==> src/hw/rtl/eoes_mul.sv <==
module eoes_mul (
    input  logic        aclk,
    input  logic [31:0] a,
    input  logic [31:0] b,
    output logic [63:0] p
);

    logic [63:0] p_reg;

    // Shared 32x32 unsigned multiplier with a registered product
    always_ff @(posedge aclk) begin
        p_reg <= 64'(a) * 64'(b);
    end

    assign p = p_reg;

endmodule

==> config.mk <==
export PLATFORM = sky130hd
export DESIGN_NAME = eoes_mul
export DESIGN_NICKNAME = d
export VERILOG_FILES = /design/src/hw/rtl/eoes_mul.sv
export SDC_FILE = /design/constraint.sdc
export NUM_CORES = 2
export LEC_CHECK = 0
export BUFFER_PORTS_ARGS = -buffer_cell sky130_fd_sc_hd__buf_4
export CORE_MARGIN = 2
export CORE_UTILIZATION = 46
export CTS_CLUSTER_SIZE = 16
export DETAILED_ROUTE_END_ITERATION = 7
export GPL_TIMING_DRIVEN = 0
export PLACE_DENSITY = 0.65
export SYNTH_ARGS = -nofsm -noshare
export SYNTH_HDL_FRONTEND = slang
export SYNTH_SLANG_ARGS = --single-unit
==> constraint.sdc <==
create_clock -name aclk -period 9.4 [get_ports aclk]
set_input_delay 1.88 -clock aclk [delete_from_list [all_inputs] [get_ports aclk]]
set_output_delay 1.88 -clock aclk [all_outputs]
set_load 0.1 [all_outputs]
======== Word level (Yosys, flattened, before mapping) ========
Cells that the tools add are included.
word-level totals
  word-level logic and storage cells ...... 2
  register bits ........................... 64
  input bits .............................. 65
  output and inout port bits .............. 64
cells by class
  multiply operators ...................... 1
operator list
  cell            count
  $mul 32x32->64  1

======== Logic depth before layout (Yosys ltp) ========
  depth in word-level cells ............... 1
  gate-level depth with buffers ........... 29
  mapped depth without buffers ............ 27

======== Worst setup path after synthesis ========
No wires, ideal clock.
  path type ............................... input -> register
  from .................................... in a[25]
  to ...................................... reg p_reg[62] (netlist: p[62])
  stages .................................. 25
  arrival time ............................ 8.561 ns
  required time ........................... 9.328 ns
  slack ................................... 0.767 ns
  setup time .............................. 0.072 ns
  buffers on the path ..................... 2
  cell sequence ........................... clkbuf_1 > nand2_1 > fa_1 > inv_1 > fa_1 > inv_1 > fa_1 > inv_1 > fa_1 > fa_1 > fa_1 > fa_1 > inv_1 > fa_1 > inv_1 > ha_1 > buf_2 > nand4_1 > or4_1 > or3_1 > a31oi_1 > a31o_2 > a211oi_1 > o21ai_1 > xor2_1
on the way
  cells in the longest elaborated chain, start to end .. 1
ends and longest elaborated chain
  what                  line  source
  from (decl)           3     input logic [31:0] a,
  $mul 32x32->64        12    p_reg <= 64'(a) * 64'(b);
  to (signal assigned)  12
  to (decl)             8     logic [63:0] p_reg;
Every way passes these cells.

======== Final worst setup path ========
  from .................................... in b[27]
  to ...................................... reg p_reg[62] (netlist: p[62])
on the way
  cells in the longest elaborated chain, start to end .. 1
ends and longest elaborated chain
  what            line  source
  from (decl)     4     input logic [31:0] b,
  $mul 32x32->64  12
Every way passes these cells.

==> reports/results.ini <==
[outcome]
status = finished, final reports clean

[placement]
hpwl_um = 105000
numPortBuffers = 128
place.gp.congestion = 1.058
dpl.cell_count = 4845

[timing]
slew_headroom_pct = 23.26
period_share_pct = 99.00
setup_viol_count_final = 0
fmax_ghz = 0.1075
maxSlewViolCount = 0
period_minus_slack_ns = 9.306
worst_pin_slew_ns = 1.151
final-hold-violation-count = 0
setup_tns_ns = 0

[synthesis]
syn-instance-count = 3748
avgSynthCellArea_um2 = 9.252
synth.largest_area_cell = fa_1
ys_seq_area_share_pct = 3.695
synthTopCellsByArea = fa_1, and2_1, ha_1
synth-edff-count = 0
synth_flop_cell = dfxtp_1
ys_ff_latch = 64
yosysWarnings = 0
synth_nets = 4972
synth_cell_types = 57
synthesis.area_um2 = 34680
async_flop_share_pct = 0
yosysTopAreaCellShare_pct = 51.73

[worst_setup_path]
cp_data_arrival_time_ns = 9.58
setup.worst_path.class = in2reg
path_cells = buf_4, clkbuf_1, nand2_1, fa_1, inv_1, fa_1, fa_1, fa_1, fa_1, fa_1, fa_1, inv_1, fa_1, inv_1, ha_1, nand2_1, or4_1, a2bb2oi_1, o211a_1, a31oi_4, a31o_2, a211oi_1, o21ai_1, xor2_1
crit_fanout = 10
slowest_stage = clkbuf_1
crit_buf_inv = 5
cp_top_family = adder cells
cp_common_cell = fa_1
crit_required_ns = 9.68
end_kind = flop
cp_slowest_stage_delay_ns = 0.61
critPathLaunchType = primary input

[grt]
overflow = 0
grt_first_pass_wirelength_um = 180100
grt_usage_pct = 32.47
grt_pass1_vias = 28029
grt_antenna_before_repair = 11
grt_max_degree = 15

[detailed_routing]
ant_nets = 0
drtIter0Drc = 2394
wl_per_cell_um = 25.36
totalWireLength_um = 123100
drc = 0
drtPass1Iterations = 6
via_count = 26920
vias_per_cell = 5.547

[floorplan]
die_h_um = 278.6
start_util_pct = 46.50
std_cell_rows = 100
die_area_um2 = 77590
ios = 129
die_x_um = 278.6
coreArea_um2 = 74570

[clock_tree]
cts_max_level = 3
cts-hold-fix-buffers = 0
clockBufferDepth = 2
cts_tree = built
root_buffer = clkbuf_16
cts_made_buffers = 9
cts.clk_slew.worst_paths_ns = 0.06
clkSinkCount = 64

[layout]
drive_gt1_share_pct = 7.698
layout.nets = 5103
largest_reg_flops = 64
area_delta_synth_final_pct = 7.823
fin_cells = 4853
antennaDiodeCount = 0

[run]
drv_cap = 0

[worst_hold_path]
hold_path_class = in2reg

-- final cells by class --
type / instances / area [um2]
well taps: 969 / 1212
clock buffers: 10 / 239.0
clock inverters: 6 / 92.59
inverters: 865 / 3247
plain buffers: 209 / 972.2
flip-flops and latches: 64 / 1281
fillers: 7238 / 37180
repair buffers: 131 / 983.4
multi-input cells: 2599 / 29360
-- worst paths after layout --
check / from / to / slack [ns] / cells past startpoint
worst max-delay path: b[27] / p[62] / 0.09 / 24
worst min-delay path: b[0] / p[0] / 1.88 / 2
-- synthesized netlist by cell type, types with 3 or more instances --
| library cell | n |
|---|---|
| nand4_1 | 23 |
| nand2_1 | 480 |
| a21boi_1 | 3 |
| xnor2_1 | 35 |
| a21o_1 | 40 |
| and2_1 | 602 |
| a21oi_2 | 3 |
| o21ai_1 | 5 |
| a211oi_1 | 3 |
| inv_1 | 865 |
| buf_2 | 6 |
| ha_1 | 263 |
| and4_1 | 3 |
| o21ai_0 | 21 |
| o21bai_1 | 10 |
| and3_1 | 14 |
| o21a_1 | 9 |
| nor2_1 | 20 |
| a221o_1 | 4 |
| or2_2 | 3 |
| a31oi_1 | 12 |
| clkbuf_1 | 213 |
| xor2_1 | 25 |
| o31ai_4 | 3 |
| a221oi_4 | 3 |
| or4_1 | 3 |
| fa_1 | 896 |
| or3_1 | 3 |
| a21oi_1 | 63 |
| o221ai_1 | 3 |
| nand3_1 | 10 |
| dfxtp_1 | 64 |
| nor3_1 | 7 |
-- per-stage QoR --
step	hold slack, ns	worst slack, ns	utilization, %	area [um2]
finish	1.880	0.09370	50.14	37390
global route	1.866	-0.01937	50.14	37390
CTS	1.874	0.05501	50.04	37310
detailed placement	2.248	-0.8441	49.41	36850
global placement	2.253	-0.8153	49.41	36850
floorplan	2.007	0.7673	-	34680
-- per-layer routing --
layer	up-vias	wire length, um	GRT usage [%]
li1	11119	-	-
met1	13775	44040	40.87
met2	1575	54880	50.16
met3	449	12820	6.649
met4	2	11220	22.81
met5	-	129	1.188
-- logic make-up after synthesis --
| family | after synthesis | synth area share, % |
|---|---|---|
| AO/OA/AOI/OAI | 202 | 4.153 |
| XOR/XNOR | 60 | 1.515 |
| adder cells (fa/ha/maj) | 1159 | 61.22 |
| buffers and inverters | 1085 | 11.77 |
| flip-flops | 64 | 3.695 |
| multiplexers | 1 | 0.02887 |
| AND/OR/NAND/NOR | 1177 | 17.62 |
-- cell usage in the layout, fill, tap and decap left out, types with 4 or more instances in the layout --
cell | Yosys | layout
clkbuf_16 | 0 | 9
o21bai_1 | 10 | 10
inv_1 | 865 | 865
nor2_1 | 20 | 20
o21a_1 | 9 | 9
clkbuf_1 | 213 | 78
clkbuf_4 | 0 | 6
buf_2 | 6 | 11
a21oi_1 | 63 | 63
nand2_1 | 480 | 480
xnor2_1 | 35 | 35
a221o_1 | 4 | 4
ha_1 | 263 | 260
and3_1 | 14 | 14
o21ai_0 | 21 | 21
xor2_1 | 25 | 25
a31oi_1 | 12 | 10
clkbuf_2 | 0 | 111
and2_1 | 602 | 602
nor3_1 | 7 | 7
nand3_1 | 10 | 10
dfxtp_1 | 64 | 64
a21o_1 | 40 | 40
fa_1 | 896 | 895
nand4_1 | 23 | 23
o21ai_1 | 5 | 5
buf_4 | 0 | 131
-- timing repair --
item,CTS,global route
setup endpoints to repair,17,17
gates resized for setup,99,85
setup buffers,2,1
endpoints found under the hold margin,0,0
cloned,0,0
pin swaps,1,2
Power is left out: the tool's default activity adds up to more than one toggle a clock period on the data nets, which glitch-free logic cannot reach.
