===== src/hw/rtl/eoes_pkg.sv =====
package eoes_pkg;

    // Default width of the step counter
    localparam int STEP_INDEX_BITS_DEF = 16;

    // Iterations of the shared divide / root unit
    localparam int DIV_STEPS  = 64;
    localparam int SQRT_STEPS = 32;

    // Configuration register indexes
    localparam logic [2:0] CFG_TIME_STEP  = 3'd0;
    localparam logic [2:0] CFG_GRAV_PARAM = 3'd1;
    localparam logic [2:0] CFG_BODY_MASS  = 3'd2;
    localparam logic [2:0] CFG_INIT_X     = 3'd3;
    localparam logic [2:0] CFG_INIT_Y     = 3'd4;
    localparam logic [2:0] CFG_INIT_VX    = 3'd5;
    localparam logic [2:0] CFG_INIT_VY    = 3'd6;

    // Register reset values (Q8.24)
    localparam logic [30:0] TIME_STEP_RST  = 31'd1677722;
    localparam logic [30:0] GRAV_PARAM_RST = 31'd16777216;
    localparam logic [30:0] BODY_MASS_RST  = 31'd16777216;
    localparam logic [31:0] INIT_X_RST     = 32'd8388608;
    localparam logic [31:0] INIT_Y_RST     = 32'd0;
    localparam logic [31:0] INIT_VX_RST    = 32'd0;
    localparam logic [31:0] INIT_VY_RST    = 32'd27346862;

    // Caps on potential energy and on the intermediate acceleration term
    localparam logic [46:0] PE_CAP    = {1'b1, 46'd0};
    localparam logic [63:0] PE_CAP_64 = {17'd0, 1'b1, 46'd0};
    localparam logic [63:0] T3_CAP    = {23'd0, 1'b1, 40'd0};

    localparam logic [31:0] S32_MAX = 32'h7FFF_FFFF;
    localparam logic [31:0] S32_MIN = 32'h8000_0000;

    // Sequencer states
    typedef enum logic [4:0] {
        ST_IDLE,
        ST_M_XX,
        ST_M_YY,
        ST_R2,
        ST_SQRT_W,
        ST_M_VXX,
        ST_M_VYY,
        ST_V2,
        ST_M_KA,
        ST_M_KB,
        ST_KE,
        ST_PE_D,
        ST_PE_W,
        ST_EN,
        ST_M_DX,
        ST_M_DY,
        ST_POS,
        ST_M_T1,
        ST_T1_D,
        ST_T1_W,
        ST_M_T2H,
        ST_M_T2L,
        ST_T2,
        ST_T3_W,
        ST_T4_W,
        ST_VUPD,
        ST_DONE
    } state_t;

    typedef enum logic {
        DS_DIV,
        DS_SQRT
    } ds_mode_t;

    typedef struct packed {
        logic     start;
        ds_mode_t mode;
    } ds_ctrl_t;

    typedef struct packed {
        logic busy;
        logic done;
    } ds_stat_t;

    // Magnitude of a signed 32-bit word, 2^31 fits
    function automatic logic [31:0] mag32(input logic [31:0] v);
        return v[31] ? (32'd0 - v) : v;
    endfunction

    // True when a signed 64-bit value is outside the 32-bit range
    function automatic logic ovf32(input logic [63:0] v);
        return !((&v[63:31]) || !(|v[63:31]));
    endfunction

    function automatic logic [31:0] sat32(input logic [63:0] v);
        logic [31:0] res;
        if (ovf32(v)) begin
            res = v[63] ? S32_MIN : S32_MAX;
        end else begin
            res = v[31:0];
        end
        return res;
    endfunction

endpackage


===== src/hw/rtl/eoes_divsqrt.sv =====
module eoes_divsqrt (
    input  logic               aclk,
    input  logic               aresetn,
    input  eoes_pkg::ds_ctrl_t ctrl,
    input  logic [63:0]        num,
    input  logic [31:0]        den,
    output eoes_pkg::ds_stat_t stat,
    output logic [63:0]        res
);

    logic               busy_reg;
    logic               done_reg;
    eoes_pkg::ds_mode_t mode_reg;
    logic [6:0]         cnt_reg;
    logic [63:0]        work_reg;
    logic [34:0]        rem_reg;
    logic [63:0]        q_reg;
    logic [31:0]        den_reg;

    logic [32:0] div_trial;
    logic        div_ge;
    logic [34:0] sq_t;
    logic [34:0] sq_trial;
    logic        sq_ge;

    // One quotient bit or one root bit per cycle
    always_comb begin
        div_trial = {rem_reg[31:0], work_reg[63]};
        div_ge    = div_trial >= {1'b0, den_reg};
        sq_t      = {rem_reg[32:0], work_reg[63:62]};
        sq_trial  = {1'b0, q_reg[31:0], 2'b01};
        sq_ge     = sq_t >= sq_trial;
    end

    // Control
    always_ff @(posedge aclk) begin
        if (!aresetn) begin
            busy_reg <= 1'b0;
            done_reg <= 1'b0;
            cnt_reg  <= 7'd0;
        end else begin
            done_reg <= 1'b0;
            if (ctrl.start) begin
                busy_reg <= 1'b1;
                cnt_reg  <= (ctrl.mode == eoes_pkg::DS_DIV) ?
                            7'(eoes_pkg::DIV_STEPS) : 7'(eoes_pkg::SQRT_STEPS);
            end else if (busy_reg) begin
                cnt_reg <= cnt_reg - 7'd1;
                if (cnt_reg == 7'd1) begin
                    busy_reg <= 1'b0;
                    done_reg <= 1'b1;
                end
            end
        end
    end

    // Datapath
    always_ff @(posedge aclk) begin
        if (ctrl.start) begin
            mode_reg <= ctrl.mode;
            work_reg <= num;
            rem_reg  <= 35'd0;
            q_reg    <= 64'd0;
            den_reg  <= den;
        end else if (busy_reg) begin
            if (mode_reg == eoes_pkg::DS_DIV) begin
                work_reg <= {work_reg[62:0], 1'b0};
                if (div_ge) begin
                    rem_reg <= {3'd0, 32'(div_trial - {1'b0, den_reg})};
                    q_reg   <= {q_reg[62:0], 1'b1};
                end else begin
                    rem_reg <= {2'd0, div_trial};
                    q_reg   <= {q_reg[62:0], 1'b0};
                end
            end else begin
                work_reg <= {work_reg[61:0], 2'b00};
                if (sq_ge) begin
                    rem_reg <= sq_t - sq_trial;
                    q_reg   <= {q_reg[62:0], 1'b1};
                end else begin
                    rem_reg <= sq_t;
                    q_reg   <= {q_reg[62:0], 1'b0};
                end
            end
        end
    end

    assign stat.busy = busy_reg;
    assign stat.done = done_reg;
    assign res       = q_reg;

endmodule


===== config.mk =====
export PLATFORM = sky130hd
export DESIGN_NAME = eoes_divsqrt
export DESIGN_NICKNAME = d
export VERILOG_FILES = /design/src/hw/rtl/eoes_pkg.sv /design/src/hw/rtl/eoes_divsqrt.sv
export SDC_FILE = /design/constraint.sdc
export NUM_CORES = 1
export LEC_CHECK = 0
export ABC_AREA = 1
export BUFFER_PORTS_ARGS = -buffer_cell sky130_fd_sc_hd__buf_2
export CAP_MARGIN = 20
export CELL_PAD_IN_SITES_DETAIL_PLACEMENT = 1
export CELL_PAD_IN_SITES_GLOBAL_PLACEMENT = 1
export CORE_MARGIN = 5
export CORE_UTILIZATION = 42
export CTS_BUF_LIST = sky130_fd_sc_hd__clkbuf_16
export DETAILED_ROUTE_END_ITERATION = 10
export PLACE_DENSITY_LB_ADDON = 0.1
export SLEW_MARGIN = 30
export SYNTH_ARGS = -nofsm -noshare
export SYNTH_HDL_FRONTEND = slang
export SYNTH_SLANG_ARGS = --single-unit

===== constraint.sdc =====
create_clock -name aclk -period 4.06 [get_ports aclk]
set_input_delay 0.203 -clock aclk [delete_from_list [all_inputs] [get_ports aclk]]
set_output_delay 0.203 -clock aclk [all_outputs]
set_load 0.02 [all_outputs]

# Word-level counts from Yosys, hierarchy flattened
# Cells that the tools add are included.
[classes]
addsub = 3
order_cmp = 2
n_eq_ne = 1
n_mux = 16
bitwise_logic = 2
n_reduce_logical = 2
[op_table]
columns = ["operator", "n"]
rows = [
  ["64-bit two-way mux", 3],
  ["33-bit two-way mux", 3],
  ["35-bit by 34-bit greater-or-equal comparator with 1-bit output", 1],
  ["33-bit by 32-bit greater-or-equal comparator with 1-bit output", 1],
  ["33-bit subtractor", 1],
  ["32-bit subtractor", 1],
  ["7-bit two-way mux", 3],
  ["7-bit by 1-bit == test with 1-bit output, second input constant", 1],
  ["1-bit two-way mux", 7],
  ["7-bit by 1-bit subtractor with 7-bit output, second input constant", 1],
  ["3-bit OR reduction", 1],
  ["1-bit NOT", 2],
  ["2-bit nonzero test", 1],
]
[word_totals]
regBits = 203
in_bits = 100
output_inout_bits = 66
elab_cells = 34

# Depth between registers and ports, before layout
# Gate-level depths: netlist of run 1.
[logic_depth]
depth_word = 4
depth_mapped = 19
ltp_nobuf = 19

# Worst setup path after synthesis of run 1
# OpenSTA, ideal clock, no wires.
[synth_timing]
path_kind = "register to register"
startpoint = "reg busy_reg"
endpoint = "reg work_reg[0] (enable)"
setup_ns = 0.454
arrival_ns = 2.583
required_time_ns = 3.606
slack_ns = 1.024
stages_incl_launch_ff = 4
path_buffers = 1
period_less_slack_ns = 3.036
cell_sequence = "dfxtp_1 > nor2_1 > inv_2 > clkbuf_1"
[synth_via]
elab_chain_len = 1
[synth_rtl]
columns = ["element", "line_no", "source"]
rows = [
  ["from (decl)", "eoes_divsqrt.sv:11", "logic busy_reg;"],
  ["from (signal assigned)", "eoes_divsqrt.sv:38", "busy_reg <= 1'b0;"],
  ["from (signal assigned)", "eoes_divsqrt.sv:44", "busy_reg <= 1'b1;"],
  ["from (signal assigned)", "eoes_divsqrt.sv:50", "busy_reg <= 1'b0;"],
  ["2-bit nonzero test (no line)", "n/a", ""],
  ["to (signal assigned)", "eoes_divsqrt.sv:61", "work_reg <= num;"],
  ["to (signal assigned)", "eoes_divsqrt.sv:67", "work_reg <= {work_reg[62:0], 1'b0};"],
  ["to (signal assigned)", "eoes_divsqrt.sv:76", "work_reg <= {work_reg[61:0], 2'b00};"],
  ["to (decl)", "eoes_divsqrt.sv:15", "logic [63:0] work_reg;"],
]
# No other way between the ends.
# A chain may end at the register's enable or synchronous reset.

# Worst setup path after layout of run 1
[layout_timing]
startpoint = "reg work_reg[63]"
endpoint = "reg rem_reg[5]"
[layout_via]
elab_chain_len = 3
elab_cells_between_ends = 7
classes_between = "2 x add/sub; 2 x order compare; 3 x mux"
[layout_rtl]
columns = ["element", "line_no", "source"]
rows = [
  ["33-bit subtractor, or another cell as far along", "eoes_divsqrt.sv:78", "rem_reg <= sq_t - sq_trial;"],
  ["33-bit two-way mux, on equally long branches", "eoes_divsqrt.sv:77, eoes_divsqrt.sv:68", ""],
  ["33-bit two-way mux (*)", "eoes_divsqrt.sv:66", "if (mode_reg == eoes_pkg::DS_DIV) begin"],
  ["to (signal assigned)", "eoes_divsqrt.sv:69", "rem_reg <= {3'd0, 32'(div_trial - {1'b0, den_reg})};"],
  ["to (signal assigned)", "eoes_divsqrt.sv:78", ""],
  ["to (signal assigned)", "eoes_divsqrt.sv:81", "rem_reg <= sq_t;"],
  ["to (decl)", "eoes_divsqrt.sv:16", "logic [34:0] rem_reg;"],
]
# Mark *: on every way between the ends. The rest lies on a longest branch, timed or not.

==> run_results.csv, run 1 <==
group,metric,value,unit
critical_path,path_class,"reg2reg",
cells_and_area,final_common_cell,"nand2_1",
synthesis,synth_cell_types,44,
clocking,cts_buffers,25,
synthesis,mappedNetlistArea,0.0139,mm2
drt,ant_nets,0,
clocking,cts_max_level,1,
grt,grt_pass1_vias,15129,
min_path,holdPathEnd,"work_reg[27]",
drt,dr.pass1.iters,5,
grt,overflow,0,
critical_path,critical_path.cell_chain,"inv_1 -> ha_1 -> nand2_1 -> nor2_1 -> nand2_1 -> nor2_1 -> nand2_1 -> nand2_1 -> a21oi_4 -> nand3_2 -> inv_1 -> a21oi_1 -> nand3_1 -> nand2_1",
critical_path,crit_top_cell,"nand2_1",
power_and_ir_drop,power_frac_seq,29.6,%
sta,min_period,3.02,ns
sta,tightest_slew,0.777,ns
grt,grt_pass1_wl,79.9,mm
placed_design,dp_hpwl,37.1,mm
clocking,cts_tree,"built",
power_and_ir_drop,finalPower,8420,uW
grt,antenna_found_initial,0,
placed_design,pre_cts_slack,1.07,ns
grt,grt_usage,27.1,%
power_and_ir_drop,comb_power_share,44.3,%
sta,timing.hold.ws,0.0199,ns
floorplanning,die_w,192,um
critical_path,r2r-end,"rem_reg[5]",
run,drv_cap,0,
synthesis,postSynthAreaPerCell,6.65,um2
cells_and_area,layout-drive-gt1-share,11.5,%
clocking,clk_latency,0.56,ns
cells_and_area,fin_util,51.5,%
critical_path,r2r-start,"work_reg[63]",
power_and_ir_drop,power.leakage,0.00860,uW
critical_path,crit_path_end_kind,"flop",
power_and_ir_drop,clockPowerShare,26.1,%
synthesis,yosysSeqAreaShare,36.1,%
sta,fin_ws,1.04,ns
sta,rsz0062_at_grt,"no",
floorplanning,coreArea,0.0326,mm2
critical_path,worstPathMaxFanout,17,
cells_and_area,mostFrequentLayoutCells,"624 x nand2_1, 384 x inv_1, 195 x a21oi_1",
floorplanning,die_area,0.0369,mm2
critical_path,rr_worst_depth,14,
min_path,hold_class,"in2reg",
sta,maxSlewHeadroom,48.2,%
critical_path,startpoint,"work_reg[63]",
synthesis,ys_seq_elements,203,
critical_path,startpoint_type,"flop",
grt,gr-usage-met2,51.4,%
critical_path,slowest_delay,0.43,ns
clocking,ctsLongestPathBuffers,3,
clocking,clk_pin_slew_worst_paths,0.06,ns
grt,grt_max_degree,93,
drt,drt-initial-drc-count,643,
drt,vias,14320,
floorplanning,ios,166,
sta,finClkSkew,0.0146,ns
clocking,cts_root_buffer,"clkbuf_16",
drt,wirelength,50.5,mm
floorplanning,start_util,42.7,%
outcome,status,"finished, final reports clean",
floorplanning,die_y,192,um
cells_and_area,areaGrowthSynthToFinish,20.6,%
clocking,ctsHoldBuffers,91,
drt,remaining_drc_errors,0,
clocking,ctsResizeCount,0,
min_path,hp-start,"num[27]",
cells_and_area,layout.nets,2490,
sta,period_share,74.5,%
critical_path,arrival,3.47,ns
sta,setup_tns,0,ns
clocking,postCtsSetupBuffers,0,
grt,grt_util_met1,31.5,%
synthesis,ys.warnings.count,0,
critical_path,cp.required,4.51,ns
floorplanning,row_count,66,
power_and_ir_drop,internal_power,4780,uW
synthesis,syn_inst,2094,
grt,globalRoute.busiestLayer,"met2",
sta,fmax,331,MHz
sta,setup_viol,0,
placed_design,port-buffer-count,165,
placed_design,gp_congestion,0.948,
drt,wire_per_inst,18.1,um
critical_path,ff2ff_setup_slack,1.04,ns
power_and_ir_drop,p_per_area,501,mW/mm2
power_and_ir_drop,swShare,43.2,%
clocking,clock-sinks,203,
critical_path,critical_path.slowest_cell,"edfxtp_1",
sta,final-hold-violation-count,0,
drt,avgViaCountPerCell,5.15,
power_and_ir_drop,switchingPower,3630,uW
min_path,hold_depth,3,
sta,timing.final.max_slew_violations,0,
power_and_ir_drop,ir_worst_vdd,0.332,mV
grt,grt_use_met3,3.82,%
synthesis,syn_nets,2263,
-- layout make-up --
cell class / count / area (um2)
tap: 442 / 553
timing repair buffer: 265 / 1810
clock inverter: 19 / 121
multi-input combinational: 1438 / 7140
fill: 4291 / 15800
antenna: 1 / 2.50
sequential: 203 / 5030
inverter: 388 / 1460
clock buffer: 27 / 676
-- routing by layer --
| metal | part of all wire [%] | vias to the layer above | wire length, um |
|---|---|---|---|
| li1 | - | 7114 | - |
| met1 | 41 | 6839 | 20800 |
| met2 | 52 | 286 | 26200 |
| met3 | 3.7 | 81 | 1870 |
| met4 | 3.2 | 0 | 1630 |
| met5 | 0 | - | 0 |
-- cells by family (layout without fill, tap and decap cells) --
group / count (synthesis) / count (layout) / share of synthesized area [%]
AOI/OAI and AO/OA: 331 / 331 / 12.8
adders and majority gates: 69 / 69 / 6.25
DFF: 203 / 203 / 36.1
and+or+nand+nor: 1014 / 1014 / 30.6
buffers and inverters: 453 / 699 / 12.7
other: 0 / 1 / 0
xor gates and xnor gates: 24 / 24 / 1.51
-- Yosys cell counts, drive strengths merged --
master  instances  share of area [%]
nand4          15               0.72
o21bai          9               0.48
nand2         642                 18
o22ai          63                2.8
ha             68                6.1
dfxtp         106                 15
clkbuf         45                1.2
o21ai          58                2.1
xnor2           6               0.38
inv           387                 10
fa              1               0.14
or2             7               0.31
a21boi          1              0.054
o31ai           1              0.054
nand3b          8               0.43
nor2          185                5.4
clkinv          1              0.027
and3            2              0.090
nand3         140                5.3
xor2           18                1.1
edfxtp         97                 21
nor3           11               0.43
buf            20               0.99
and2            4               0.18
a21oi         199                7.3
-- critical path: cells and delay by family (launching register included) --
family / cells / cell delay (ns)
flip-flops: 1 / 0.43
AO/OA/AOI/OAI: 2 / 0.51
adder cells (fa/ha/maj): 1 / 0.33
AND/OR/NAND/NOR: 9 / 1.01
buffers and inverters: 2 / 0.64
-- through the flow --
stage          area (um2)  cells
3_3_place_gp        15100   2645
3_5_place_dp        15100   2645
2_1_floorplan       13900   2094
6_report            16800   2783
4_1_cts             16800   2782
5_1_grt             16800   2782
-- worst max-delay path by stage --
| stage | end | slack, ns | depth (start not counted) |
|---|---|---|---|
| CTS | rem_reg[5] | 1.05 | 14 |
| global route | rem_reg[20] | 0.82 | 11 |
| floorplan | work_reg[0] | 1.02 | 3 |
| finish | rem_reg[5] | 1.04 | 14 |
| detailed placement | rem_reg[5] | 1.07 | 11 |
| global placement | rem_reg[20] | 1.10 | 11 |
-- power by group through the flow --
stage | logic, uW | registers, uW | clock network, uW
2_1_floorplan | 2620 | 2460 | 0
3_3_place_gp | 3510 | 2520 | 0
3_5_place_dp | 3590 | 2520 | 0
4_1_cts | 3690 | 2480 | 2250
5_1_grt | 4160 | 2500 | 2330
6_report | 3730 | 2490 | 2200
Power figures use the tool's default switching activity.
==> run 2, diff against run 1 <==
- clock period: 4.06 -> 2.85 ns (I/O delays scaled with it)
==> run 2 against run 1 <==
  * First-iteration DRC count is 10% lower
  * Global-route usage down 0.10 points
  * Fmax grew 13%
  * Critical path type unchanged
  * Largest cell class unchanged
  * Largest power group unchanged
==> run_results.csv, run 2 (synthesis gave the netlist of run 1 again) <==
group,metric,value,unit
outcome,status,"finished, final reports clean",
min_path,hp-start,"num[63]",
cells_and_area,layout.nets,2519,
drt,remaining_drc_errors,0,
cells_and_area,final_common_cell,"nand2_1",
floorplanning,die_w,192,um
grt,overflow,0,
clocking,cts_buffers,25,
sta,maxSlewHeadroom,55.2,%
floorplanning,die_area,0.0369,mm2
drt,wire_per_inst,17.8,um
placed_design,placed_cell_area,0.0153,mm2
sta,finClkSkew,0.0248,ns
power_and_ir_drop,power.leakage,0.00871,uW
placed_design,gp_congestion,0.934,
floorplanning,row_count,66,
clocking,ctsLongestPathBuffers,3,
sta,setup_viol,0,
grt,grt_max_degree,64,
critical_path,worstPathMaxFanout,36,
drt,drt-initial-drc-count,577,
drt,ant_nets,0,
critical_path,cp.required,3.31,ns
clocking,cts_max_level,1,
placed_design,port-buffer-count,165,
critical_path,rr_worst_depth,13,
power_and_ir_drop,p_per_area,699,mW/mm2
sta,min_period,2.68,ns
critical_path,critical_path.slowest_cell,"ha_1",
grt,grt_usage,27.0,%
grt,grt_pass1_vias,15347,
critical_path,crit_family,"simple AND/OR/NAND/NOR gates",
sta,period_share,94.2,%
clocking,clock-sinks,203,
sta,fmax,373,MHz
critical_path,critical_path.cell_chain,"ha_1 -> nand2_1 -> inv_2 -> nand2_1 -> nor3_1 -> and2_1 -> nand2_4 -> nand2_8 -> inv_1 -> o21ai_0 -> nor2_1 -> nand2_1 -> nand2_1",
floorplanning,start_util,42.7,%
grt,grt_pass1_wl,79.4,mm
min_path,hold_class,"in2reg",
drt,dr.pass1.iters,4,
sta,tightest_slew,0.672,ns
cells_and_area,fillers,4316,
critical_path,startpoint_type,"flop",
floorplanning,ios,166,
min_path,hold_depth,3,
sta,final-hold-violation-count,0,
floorplanning,coreArea,0.0326,mm2
critical_path,cp_num_buf_inv,2,
floorplanning,die_y,192,um
critical_path,ff2ff_setup_slack,0.17,ns
drt,vias,14520,
clocking,cts_root_buffer,"clkbuf_16",
clocking,clk_latency,0.56,ns
cells_and_area,mostFrequentLayoutCells,"624 x nand2_1, 383 x inv_1, 195 x a21oi_1",
run,drv_cap,0,
critical_path,crit_top_cell,"nand2_1",
critical_path,path_class,"reg2reg",
sta,setup_tns,0,ns
cells_and_area,areaGrowthSynthToFinish,22.1,%
sta,timing.hold.ws,0.112,ns
grt,antenna_found_initial,1,
drt,avgViaCountPerCell,5.16,
critical_path,r2r-end,"rem_reg[13]",
critical_path,slowest_delay,0.43,ns
clocking,clk_pin_slew_worst_paths,0.06,ns
sta,rsz0062_at_grt,"no",
clocking,postCtsSetupBuffers,0,
critical_path,r2r-start,"rem_reg[26]",
critical_path,crit_path_end_kind,"flop",
cells_and_area,layout-drive-gt1-share,12.3,%
min_path,holdPathEnd,"work_reg[63]",
placed_design,dp_hpwl,37.2,mm
sta,timing.final.max_slew_violations,0,
critical_path,arrival,3.14,ns
power_and_ir_drop,ir_worst_vdd,0.424,mV
cells_and_area,fin_area,0.0170,mm2
clocking,cts_tree,"built",
drt,wirelength,50.2,mm
## run 2: report_power, final
group | switching (uW) | total, uW | internal, uW
clock network | 1340 | 2940 | 1600
logic | 3620 | 5390 | 1770
registers | 242 | 3560 | 3320
## run 2: timing repair
item                                    4_1_cts  5_1_grt
resized for setup                             0        3
endpoints found under the hold margin       101        0
hold buffers                                 98        0
endpoints found under the setup margin        0        8
## run 2: worst max path at each step
stage | from | end | slack (ns) | depth (start not counted)
5_1_grt | res[26] | rem_reg[13] | 0.003 | 14
2_1_floorplan | res[14] | rem_reg[15] | 0.66 | 19
4_1_cts | rem_reg[26] | rem_reg[13] | 0.03 | 13
3_3_place_gp | rem_reg[26] | rem_reg[13] | 0.08 | 13
3_5_place_dp | rem_reg[26] | rem_reg[13] | 0.06 | 13
6_report | rem_reg[26] | rem_reg[13] | 0.17 | 13
## run 2: final cells by class
class,count,area (um2),share of cell area (%)
inverters,388,1460,8.60
clock inverters,21,109,0.640
repair buffers,294,2080,12.2
well taps,442,553,3.25
multi-input cells,1438,7150,42.0
diodes,1,2.50,0.0147
clock buffers,25,626,3.68
flip-flops and latches,203,5030,29.6
## run 2: metrics by stage
| stage | power, uW | setup WS (ns) | instances | util (%) |
|---|---|---|---|---|
| floorplan | 7240 | 0.661 | 2094 | - |
| global placement | 8700 | 0.0785 | 2667 | 46.9 |
| detailed placement | 8810 | 0.0590 | 2667 | 46.9 |
| CTS | 11900 | 0.0325 | 2811 | 52.1 |
| global route | 12800 | 0.00339 | 2811 | 52.2 |
| finish | 11900 | 0.167 | 2812 | 52.2 |
## run 2: tightest hold or removal path: cells and delay by family
kind            cells  cell delay (ns)
compound gates      1             0.12
buf+inv             1             0.10
simple gates        1             0.11
## run 2: metal layers
metal	share of wire [%]	vias up	GRT usage, %	wire length, um
met2	50	339	49.3	25100
met3	4.1	121	3.73	2050
met5	0	-	0	0
met1	41	6895	31.4	20500
met4	5.0	0	11.6	2520
li1	-	7165	-	-
==> run 3, diff against run 2 <==
- PLACE_DENSITY: default -> 0.87
- PLACE_DENSITY_LB_ADDON: 0.1 -> default
==> run 3 against run 2 <==
  * Sequential power is essentially flat
  * Cell area is 0.10% lower
  * Via count grew 3.1%
  * Fmax shrank 0.46%
  * Clock skew fell by 0.0022 ns
  * Clock power increased by 5%
  * Non-clock buffer count decreased by 9
  * Global-route usage increased by 1.8 points
  * Die area unchanged
  * Critical path type unchanged
  * Largest cell class unchanged
  * Highest routed layer unchanged
==> run_results.csv, run 3 (synthesis gave the netlist of run 1 again) <==
group,metric,value,unit
critical_path,crit_path_end_kind,"flop",
clocking,clock-sinks,203,
sta,maxSlewHeadroom,46.2,%
sta,timing.hold.ws,0.0733,ns
drt,wire_per_inst,19.2,um
clocking,cts_max_level,1,
cells_and_area,final_common_cell,"nand2_1",
power_and_ir_drop,power_frac_seq,29.4,%
critical_path,worstPathMaxFanout,6,
outcome,status,"finished, final reports clean",
cells_and_area,mostFrequentLayoutCells,"624 x nand2_1, 386 x inv_1, 195 x a21oi_1",
cells_and_area,finalNonFillerCells,2805,
power_and_ir_drop,ir_worst_vdd,0.569,mV
power_and_ir_drop,power.leakage,0.00870,uW
cells_and_area,layout-drive-gt1-share,12.1,%
placed_design,dp_hpwl,38.3,mm
cells_and_area,layout.nets,2511,
critical_path,slowest_delay,0.42,ns
critical_path,critical_path.cell_chain,"inv_1 -> ha_1 -> inv_1 -> fa_1 -> nand2_1 -> nand2_1 -> nand3_1 -> nand2_1 -> nand2_1 -> nand2_1 -> nand2_1 -> nand3_1 -> nand2_1 -> nand2_1 -> nand3_1 -> nand3_1 -> nand2_1 -> inv_1",
grt,overflow,0,
grt,grt_pass1_vias,15823,
sta,period_share,94.6,%
drt,drt-initial-drc-count,852,
min_path,hold_depth,3,
clocking,ctsLongestPathBuffers,3,
power_and_ir_drop,swShare,44.3,%
power_and_ir_drop,p_per_area,716,mW/mm2
critical_path,cp_num_cells,18,
grt,antenna_found_initial,1,
clocking,clk_pin_slew_worst_paths,0.06,ns
sta,tightest_slew,0.806,ns
floorplanning,die_w,192,um
critical_path,rr_worst_depth,18,
critical_path,startpoint_type,"flop",
clocking,cts_tree,"built",
floorplanning,row_count,66,
cells_and_area,fin_util,52.1,%
placed_design,dp.cells,2658,
drt,remaining_drc_errors,0,
grt,grt_pass1_wl,84.2,mm
drt,ant_nets,0,
critical_path,crit_family,"simple AND/OR/NAND/NOR gates",
critical_path,critical_path.slowest_cell,"edfxtp_1",
power_and_ir_drop,switchingPower,5400,uW
critical_path,cp.required,3.31,ns
sta,fmax,371,MHz
drt,avgViaCountPerCell,5.33,
grt,grt_max_degree,75,
run,drv_cap,0,
power_and_ir_drop,internal_power,6780,uW
power_and_ir_drop,finalPower,12200,uW
power_and_ir_drop,clockPowerShare,25.3,%
sta,min_period,2.70,ns
sta,timing.final.max_slew_violations,0,
cells_and_area,areaGrowthSynthToFinish,22.0,%
floorplanning,start_util,42.7,%
drt,dr.pass1.iters,7,
critical_path,crit_top_cell,"nand2_1",
grt,grt_usage,28.8,%
critical_path,arrival,3.16,ns
critical_path,cp_num_buf_inv,3,
sta,setup_viol,0,
sta,setup_tns,0,ns
drt,vias,14963,
power_and_ir_drop,comb_power_share,45.3,%
floorplanning,ios,166,
floorplanning,die_y,192,um
clocking,cts_root_buffer,"clkbuf_16",
placed_design,port-buffer-count,165,
floorplanning,die_area,0.0369,mm2
drt,wirelength,54.0,mm
clocking,clk_latency,0.57,ns
floorplanning,coreArea,0.0326,mm2
sta,rsz0062_at_grt,"no",
placed_design,gp_congestion,0.971,
min_path,hold_class,"in2reg",
clocking,cts_buffers,25,
critical_path,path_class,"reg2reg",
sta,finClkSkew,0.0226,ns
sta,final-hold-violation-count,0,
[run 3: changes by cell type in the layout (fill, tap and decap cells not counted), sizes merged]
cell | previous run | this run
bufinv | 0 | 1
buf | 196 | 189
inv | 398 | 402
diode | 1 | 2
clkinvlp | 1 | 0
dlygate4sd3 | 98 | 96
clkinv | 10 | 6
nand2 | 642 | 643
[run 3: layout make-up]
type / count / area [um2]
Sequential cell: 203 / 5040
Clock buffer: 25 / 626
Tap cell: 442 / 553
Inverter: 388 / 1460
Multi-Input combinational cell: 1439 / 7160
Fill cell: 4264 / 15600
Clock inverter: 21 / 134
Antenna cell: 2 / 5.00
Timing Repair Buffer: 285 / 2020
[run 3: what timing repair did]
action                                  4_1_cts  5_1_grt
endpoints found under the hold margin        99        0
pin swaps                                     0        2
buffers inserted                              0        2
gates resized for setup                       1        3
endpoints found under the setup margin        1        6
hold buffers                                 96        0
gates cloned                                  0        1
[run 3: metal layers]
| layer | vias up | part of all wire (%) | track usage [%] |
|---|---|---|---|
| met5 | - | 0 | 0 |
| met4 | 0 | 5.5 | 13.3 |
| met3 | 170 | 5.5 | 4.96 |
| met2 | 509 | 50 | 52.3 |
| met1 | 7128 | 39 | 32.6 |
| li1 | 7156 | - | - |
[run 3: final timing paths]
path	startpoint	end	slack, ns
worst max register to register	work_reg[63]	rem_reg[30]	0.15
worst max-delay path	work_reg[63]	rem_reg[30]	0.15
worst min register to register	res[63]	res[63]	0.48
worst min-delay path	num[51]	work_reg[51]	0.07
[run 3: worst min-delay path, delay by kind of cell]
kind / cells / cell delay, ns
AOI/OAI and AO/OA: 1 / 0.19
buffers and inverters: 1 / 0.09
and+or+nand+nor: 1 / 0.05
[run 3: power groups by stage]
stage | Combinational [uW] | Sequential, uW | Clock (uW)
floorplan | 3740 | 3500 | 0
global placement | 5070 | 3600 | 0
detailed placement | 5210 | 3610 | 0
CTS | 5370 | 3560 | 3130
global route | 6120 | 3580 | 3280
finish | 5520 | 3570 | 3090
[run 3: stage by stage]
step           setup slack (ns)  area, um2
6_report                  0.154      17000
5_1_grt                 0.00252      17000
4_1_cts                  0.0961      17000
3_5_place_dp             0.0657      15200
3_3_place_gp              0.118      15200
2_1_floorplan             0.661      13900
